**src/rtl/rgbcf_div.sv**
```systemverilog
// ----------------------------------------------------------------------------
// RGB 3x3 convolution filter - shared divider
// Restoring unsigned divider, one quotient bit per cycle.
// ----------------------------------------------------------------------------
module rgbcf_div #(
  parameter int unsigned DIV_W = 37,
  parameter int unsigned DEN_W = 20
) (
  input  logic             clk_i,
  input  logic             rst_ni,
  input  logic             start_i,
  input  logic [DIV_W-1:0] dividend_i,
  input  logic [DEN_W-1:0] divisor_i,
  output logic             done_o,
  output logic [DIV_W-1:0] quot_o,
  output logic [DEN_W-1:0] rem_o
);

  localparam int unsigned CntBits = $clog2(DIV_W + 1);

  logic               busy_q, done_q;
  logic [CntBits-1:0] cnt_q;
  logic [DIV_W-1:0]   quot_q;
  logic [DEN_W-1:0]   rem_q, den_q;
  logic [DEN_W:0]     trial, diff;
  logic               ge;

  always_comb begin
    trial = {rem_q, quot_q[DIV_W-1]};
    ge    = trial >= {1'b0, den_q};
    diff  = trial - {1'b0, den_q};
  end

  always_ff @(posedge clk_i or negedge rst_ni) begin
    if (!rst_ni) begin
      busy_q <= 1'b0;
      done_q <= 1'b0;
      cnt_q  <= '0;
    end else if (start_i) begin
      busy_q <= 1'b1;
      done_q <= 1'b0;
      cnt_q  <= CntBits'(DIV_W);
    end else if (busy_q) begin
      cnt_q <= cnt_q - CntBits'(1);
      if (cnt_q == CntBits'(1)) begin
        busy_q <= 1'b0;
        done_q <= 1'b1;
      end
    end else begin
      done_q <= 1'b0;
    end
  end

  always_ff @(posedge clk_i) begin
    if (start_i) begin
      quot_q <= dividend_i;
      rem_q  <= '0;
      den_q  <= divisor_i;
    end else if (busy_q) begin
      rem_q  <= ge ? diff[DEN_W-1:0] : trial[DEN_W-1:0];
      quot_q <= {quot_q[DIV_W-2:0], ge};
    end
  end

  assign done_o = done_q;
  assign quot_o = quot_q;
  assign rem_o  = rem_q;

endmodule

```
**config.mk**
```make
export PLATFORM = sky130hd
export DESIGN_NAME = rgbcf_div
export DESIGN_NICKNAME = d
export VERILOG_FILES = /design/src/rtl/rgbcf_div.sv
export SDC_FILE = /design/constraint.sdc
export NUM_CORES = 1
export LEC_CHECK = 0
export BUFFER_PORTS_ARGS = -buffer_cell sky130_fd_sc_hd__buf_2
export CORE_MARGIN = 1.5
export CORE_UTILIZATION = 35
export CTS_CLUSTER_SIZE = 12
export DETAILED_ROUTE_END_ITERATION = 12
export HOLD_SLACK_MARGIN = 0.15
export PLACE_DENSITY = 0.68
export RECOVER_POWER = 50
export SLEW_MARGIN = 10
export SYNTH_ARGS = -nofsm -noshare
export SYNTH_HDL_FRONTEND = slang
export SYNTH_SLANG_ARGS = --single-unit
```
**constraint.sdc**
```tcl
create_clock -name clk_i -period 3.07 [get_ports clk_i]
set_input_delay 0.614 -clock clk_i [delete_from_list [all_inputs] [get_ports clk_i]]
set_output_delay 0.614 -clock clk_i [all_outputs]
set_load 0.005 [all_outputs]
```
==> out/metrics.cfg, run 1 <==
[run_status]
outcome=completed

[synth]
synth_area_sq_mm=0.004632
synth_top_family_by_area=compound AO/OA/AOI/OAI gates
yosys.area.top_type_share_pct=36.95
synth_xor_area_share_pct=3.404
yosys.area_share.adder_pct=6.375
synth_ff_type=edfxtp_1
synthTopCellsByArea=edfxtp_1, mux2_2, dfxtp_1
synthSimpleGateAreaFrac_pct=10.35
synth_edf_count=57
synth_mux_area_share_pct=12.24
yosysTopAreaCell=edfxtp_1
async_flop_share_pct=9.412
synth-seq-cells=85
yosys_warnings=0
synth.yosys.seq_area_share_pct=49.92
synth_compound_area_share_pct=13.64
synth_fp_nets=492
synth.avg_cell_area_sq_um=11.33
synthCells=409
ys_types=60

[grt]
met3_usage_pct=2.762
grt_overflow=0
gr-usage-met1_pct=19.74
top_usage_layer=met2
grt_pass1_wl_um=17420
grt_max_degree=53
antenna_found_initial=0
grt_pass1_vias=3484
grt.total_usage_pct=15.82
use_met2_pct=26.50

[clock_tree]
cts_root_buffer=clkbuf_16
cts_made_buffers=9
clk_latency_ns=0.34
cts_buffer_depth=2
cts_tree=built
cts_setup_buffers=0
path_clk_slew_ns=0.06
clock-sinks=85
cts-htree-levels=3

[sta]
worst_slew_pin_slew_ns=0.6028
setup_ws_ns=0.2501
hold_violations=0
rsz0062_at_grt=false
fin_crit_ns=2.820
setup_tns_ns=0
slew_headroom_pct=59.81
fin_crit_sh_pct=91.85
max_freq_mhz=354.6
finalSetupViolCount=0
maxSlewViolCount=0
finClkSkew_ns=0.008306

[setup_path]
path_max_fanout=3
path_class=flop to flop
start_kind=flop
r2r_slack_ns=0.25
crit_arrival_ns=3.02
r2r-start=quot_o[36]$_DFFE_PP_
reg2reg_depth=11
worstSetupEndpointType=flop
r2r_end=rem_o[18]$_SDFFE_PP0P_
required_ns=3.27
cp-startpoint=quot_o[36]$_DFFE_PP_

[finish]
instances_no_fill=704
fin_area_sq_mm=0.005731
n_antenna_cell=0
fillCellCount=1244
synthToLayoutAreaGrowth_pct=23.72
final_net_count=610
layout-drive-gt1-share_pct=30.08

[power_and_ir_drop]
power_frac_clock_pct=26.2
vdd_ir_drop_max_uv=272.5
leakage_uw=0.002466
switching_share_pct=34.71
intPower_uw=3141
comb_power_share_pct=40.1
power_frac_seq_pct=33.8
p_sw_uw=1670
report.power.total_uw=4811
pwr_density_cell_mw_per_mm2=839.6

[floorplanning]
core-area_sq_mm=0.01277
io_pins=118
initial_core_util_pct=36.26
die-width_um=118.0
die-area_sq_mm=0.01393
fp.dieH_um=118.0
num_rows=41

[place]
dp_cells=687
portBuffers=117
pre_cts_ws_ns=0.2783
place.gp.congestion=0.8608
postPlaceCellArea_sq_mm=0.005408
dpl.hpwl_um=7801

[flow_run]
cap_violations=0

[routing]
routed_wl_um=10670
detailroute.via_count=3461
wire_per_inst_um=15.15
vias_per_cell=4.916
initialDrtViolationCount=169
drcViolationCount=0
drtPass1Iterations=4
antenna_left=0

[worst_hold_path]
holdPathStages=1
min_to=den_q[12]$_DFFE_PP_
hp-start=divisor_i[12]
hp-class=input pin to flop

[through the flow]
step	util, %	hold WS, ns
final	44.86	0.4437
after global routing	44.86	0.4286
after CTS	45.11	0.4274
after detailed placement	42.34	0.4655
after global placement	42.34	0.4625
after floorplan	-	0.3184
[worst max-delay path by stage]
stage,slack (ns),cells past startpoint,end
3_5_place_dp,0.28,11,rem_o[18]$_SDFFE_PP0P_
3_3_place_gp,0.31,11,rem_o[18]$_SDFFE_PP0P_
6_report,0.25,11,rem_o[18]$_SDFFE_PP0P_
5_1_grt,0.006,11,rem_o[18]$_SDFFE_PP0P_
2_1_floorplan,0.47,11,rem_o[18]$_SDFFE_PP0P_
4_1_cts,0.23,11,rem_o[18]$_SDFFE_PP0P_
[layer usage]
metal	wire length [um]	up-vias
li1	-	1747
met1	4726	1633
met2	5332	68
met3	360	13
met4	247	0
met5	0	-
[power by group through the flow]
stage | Clock (uW) | Sequential [uW] | Combinational (uW)
after floorplan | 0 | 1630 | 1380
after global placement | 0 | 1640 | 1900
after detailed placement | 0 | 1650 | 1940
after CTS | 1300 | 1630 | 1950
after global routing | 1340 | 1660 | 2150
final | 1260 | 1630 | 1930
[cell type report]
type | instances | area [sq um] | area share (%)
Sequential cell | 85 | 2312 | 40.35
Multi-Input combinational cell | 275 | 2131 | 37.18
Timing Repair Buffer | 123 | 604.3 | 10.55
Clock buffer | 12 | 246.5 | 4.301
Tap cell | 172 | 215.2 | 3.755
Inverter | 33 | 123.9 | 2.162
Clock inverter | 4 | 97.59 | 1.703
[state kept, by name (all words and copies together) (netlist names)]
signal  flops
quot_o     37
den_q      20
rem_o      20
cnt_q       6
busy_q      1
done_o      1
[synth_stat cells (all sizes together) (6+ instances only)]
cell,n
xnor2,8
ha,22
mux2i,15
dfxtp,20
a21o,6
xor2,10
buf,8
a21oi,18
o21ai,12
a211oi,14
edfxtp,57
inv,33
nor3,6
mux2,37
nand2b,10
nand2,23
clkbuf,8
dfrtp,8
nor2,36
a31oi,6
[what timing repair did]
| action | in CTS | in global routing |
|---|---|---|
| endpoints found under the setup margin | 0 | 0 |
| resized for setup | 0 | 0 |
| hold buffers | 1 | 0 |
| endpoints found under the hold margin | 8 | 0 |
[cells in the final DEF, fill, tap and decap left out, types with 9 or more instances in the layout]
master	Yosys	layout
nor2_1	36	36
dfxtp_1	20	20
nand2b_1	10	10
nand2_1	22	22
mux2i_1	15	15
a211oi_1	13	13
ha_1	22	22
clkbuf_1	8	26
mux2_2	37	37
o21ai_0	9	9
inv_1	33	33
clkbuf_16	0	9
a21oi_1	17	17
xor2_1	10	10
edfxtp_1	57	57
buf_2	4	91
[critical path, stage by stage, from the launching register on]
cell	delay, ns
edfxtp_1	0.39
inv_1	0.07
ha_1	0.15
inv_1	0.05
fa_1	0.41
a211oi_1	0.32
o21a_1	0.25
nor3b_2	0.07
a211o_1	0.31
mux2i_1	0.13
a2111oi_0	0.38
a2111oi_1	0.14
[cell families (layout without fill, tap and decap cells)]
logic type,after synthesis,after routing
adder cells (fa/ha/maj),23,23
AND/OR/NAND/NOR,96,96
flip-flops,85,85
multiplexers,52,52
AO/OA/AOI/OAI,86,86
XOR/XNOR,18,18
buffers and inverters,49,172
(Power assumes the default switching activity.)
==> run 2: changes to the inputs <==
--- a/config.mk
+++ b/config.mk
@@ -6,4 +6,5 @@
 export NUM_CORES = 1
 export LEC_CHECK = 0
+export ABC_AREA = 1
 export BUFFER_PORTS_ARGS = -buffer_cell sky130_fd_sc_hd__buf_2
 export CORE_MARGIN = 1.5
@@ -11,6 +12,7 @@
 export CTS_CLUSTER_SIZE = 12
 export DETAILED_ROUTE_END_ITERATION = 12
+export GPL_TIMING_DRIVEN = 0
 export HOLD_SLACK_MARGIN = 0.15
-export PLACE_DENSITY = 0.68
+export PLACE_DENSITY = 0.67
 export RECOVER_POWER = 50
 export SLEW_MARGIN = 10
==> constraint.sdc (replaced) <==
create_clock -name clk_i -period 3.07 [get_ports clk_i]
set_input_delay 0.307 -clock clk_i [delete_from_list [all_inputs] [get_ports clk_i]]
set_output_delay 0.307 -clock clk_i [all_outputs]
set_load 0.005 [all_outputs]
==> run 2 against run 1 <==
Compared with the run above: area after synthesis is 7.6% higher; final cell count is 39% higher; critical path depth is 6 lower; hold slack worse by 0.23 ns; die area is 7.4% higher; final area is 9.3% higher; utilization is 0.27 points higher.
==> out/metrics.cfg, run 2 <==
[run_status]
outcome=completed

[sta]
fin_crit_sh_pct=76.54
hold_violations=0
setup_tns_ns=0
hold_ws_ns=0.2172
fin_crit_ns=2.350
slew_headroom_pct=16.16
finClkSkew_ns=0.009353
maxSlewViolCount=0
finalSetupViolCount=0
rsz0062_at_grt=false
max_freq_mhz=425.5
worst_slew_pin_slew_ns=1.258

[setup_path]
worstSetupEndpointType=flop
reg2reg_depth=14
required_ns=3.13
r2r_end=rem_o[16]$_SDFFE_PP0P_
crit_arrival_ns=2.41
r2r-start=quot_o[36]$_DFFE_PP_
cp-startpoint=start_i
path_class=input pin to flop
r2r_slack_ns=0.94
path_max_fanout=23
endpoint=quot_o[12]$_DFFE_PP_
start_kind=input pin

[finish]
largest_reg_flops=37
fin_area_sq_mm=0.006265
final_net_count=874
layout-drive-gt1-share_pct=16.21
synthToLayoutAreaGrowth_pct=25.68
fillCellCount=1498
layout_common_cells=nand2_1, inv_1, buf_2
n_antenna_cell=0
mostFrequentLayoutCell=nand2_1
instances_no_fill=976

[worst_hold_path]
hp-class=input pin to flop

[power_and_ir_drop]
report.power.total_uw=4902
pwr_density_cell_mw_per_mm2=782.5
leakage_uw=0.003190
vdd_ir_drop_max_uv=318.2

[floorplanning]
io_pins=118
core-area_sq_mm=0.01388
fp.dieH_um=122.3
die-width_um=122.3
die-area_sq_mm=0.01497
num_rows=43
initial_core_util_pct=35.91

[clock_tree]
clock-sinks=85
cts_tree=built
cts_buffer_depth=2
clk_latency_ns=0.35
cts_setup_buffers=0
cts-htree-levels=3
cts_root_buffer=clkbuf_16
path_clk_slew_ns=0.07
cts_made_buffers=9
postCtsHoldBufs=21
post_cts_resized=0

[grt]
antenna_found_initial=0
grt_pass1_vias=4383
grt_pass1_wl_um=21000
grt_max_degree=24
grt.total_usage_pct=18.40
grt_overflow=0

[synth]
synth.avg_cell_area_sq_um=7.777
yosys_warnings=0
synth_edf_count=57
synth_fp_nets=724
synth.yosys.seq_area_share_pct=46.39
synthCells=641
synthTopCellsByArea=edfxtp_1, nand2_1, dfxtp_1
synth-seq-cells=85
async_flop_share_pct=9.412
ys_types=37
synth_most_common_cell=nand2_1
yosys.area.top_type_share_pct=34.34
synth_area_sq_mm=0.004985
synth_ff_type=edfxtp_1
yosys-top-cells-count=nand2_1, inv_1, edfxtp_1
yosysTopAreaCell=edfxtp_1

[place]
postPlaceCellArea_sq_mm=0.005823
portBuffers=117
dp_cells=939
dpl.hpwl_um=9854
place.gp.congestion=0.9367

[routing]
drtPass1Iterations=4
initialDrtViolationCount=214
drcViolationCount=0
vias_per_cell=4.550
routed_wl_um=12780
wire_per_inst_um=13.09
detailroute.via_count=4441
antenna_left=0

[flow_run]
cap_violations=0

## run 2: cell count changes after synthesis, moves of 10 or more
cell      change
nand2_1     +232
inv_1        +60
nand3_1      +49
mux2_2       -37
mux2i_1      -15
a211oi_1     -13
nand2b_1     -10
## run 2: critical path: stages
cell and delay, ns:
clkbuf_1 0.90, clkbuf_1 0.31, nor2_1 0.20, inv_2 0.44
buf_16 0.23
## run 2: how the worst min path moves through the flow
stage | start | to | slack, ns | depth (start not counted)
2_1_floorplan | rst_ni | busy_q$_DFF_PN0_ | 0.01 | 0
3_3_place_gp | rst_ni | cnt_q[5]$_DFFE_PN0P_ | 0.16 | 1
3_5_place_dp | rst_ni | cnt_q[5]$_DFFE_PN0P_ | 0.16 | 1
4_1_cts | dividend_i[4] | quot_o[4]$_DFFE_PP_ | 0.20 | 3
5_1_grt | dividend_i[5] | quot_o[5]$_DFFE_PP_ | 0.21 | 3
6_report | dividend_i[33] | quot_o[33]$_DFFE_PP_ | 0.22 | 3
## run 2: cells by family after synthesis
logic type	after synthesis	share of synthesized area (%)
buffers and inverters	112	9.237
adder cells (fa/ha/maj)	23	5.924
flip-flops	85	46.39
AO/OA/AOI/OAI	37	3.941
XOR/XNOR	9	1.581
AND/OR/NAND/NOR	375	32.93
## run 2: cell type report
type	count	area [sq um]	area share, %
Sequential cell	85	2312	36.91
Multi-Input combinational cell	444	2212	35.31
Timing Repair Buffer	139	773.2	12.34
Inverter	95	356.6	5.692
Clock buffer	9	225.2	3.595
Tap cell	180	225.2	3.595
Buffer	17	103.9	1.658
Clock inverter	7	56.30	0.8987
## run 2: metrics by stage
stage	utilization [%]	worst slack [ns]
2_1_floorplan	-	1.204
3_3_place_gp	41.75	0.08099
3_5_place_dp	41.95	0.7606
4_1_cts	45.49	0.9424
5_1_grt	45.13	0.4435
6_report	45.13	0.7201
## run 2: per-layer routing
layer | share of wire (%) | global-route usage (%) | up-vias
met5 | 0 | 0 | -
met4 | 1.9 | 5.523 | 0
met3 | 8.0 | 6.970 | 19
met2 | 46 | 31.32 | 131
met1 | 44 | 21.52 | 1960
li1 | - | - | 2331
## run 2: report_power, final
group	leakage, uW	switching, uW	internal (uW)
Sequential	0.000861	159	1440
Combinational	0.00220	1350	906
Clock	0.000132	492	560
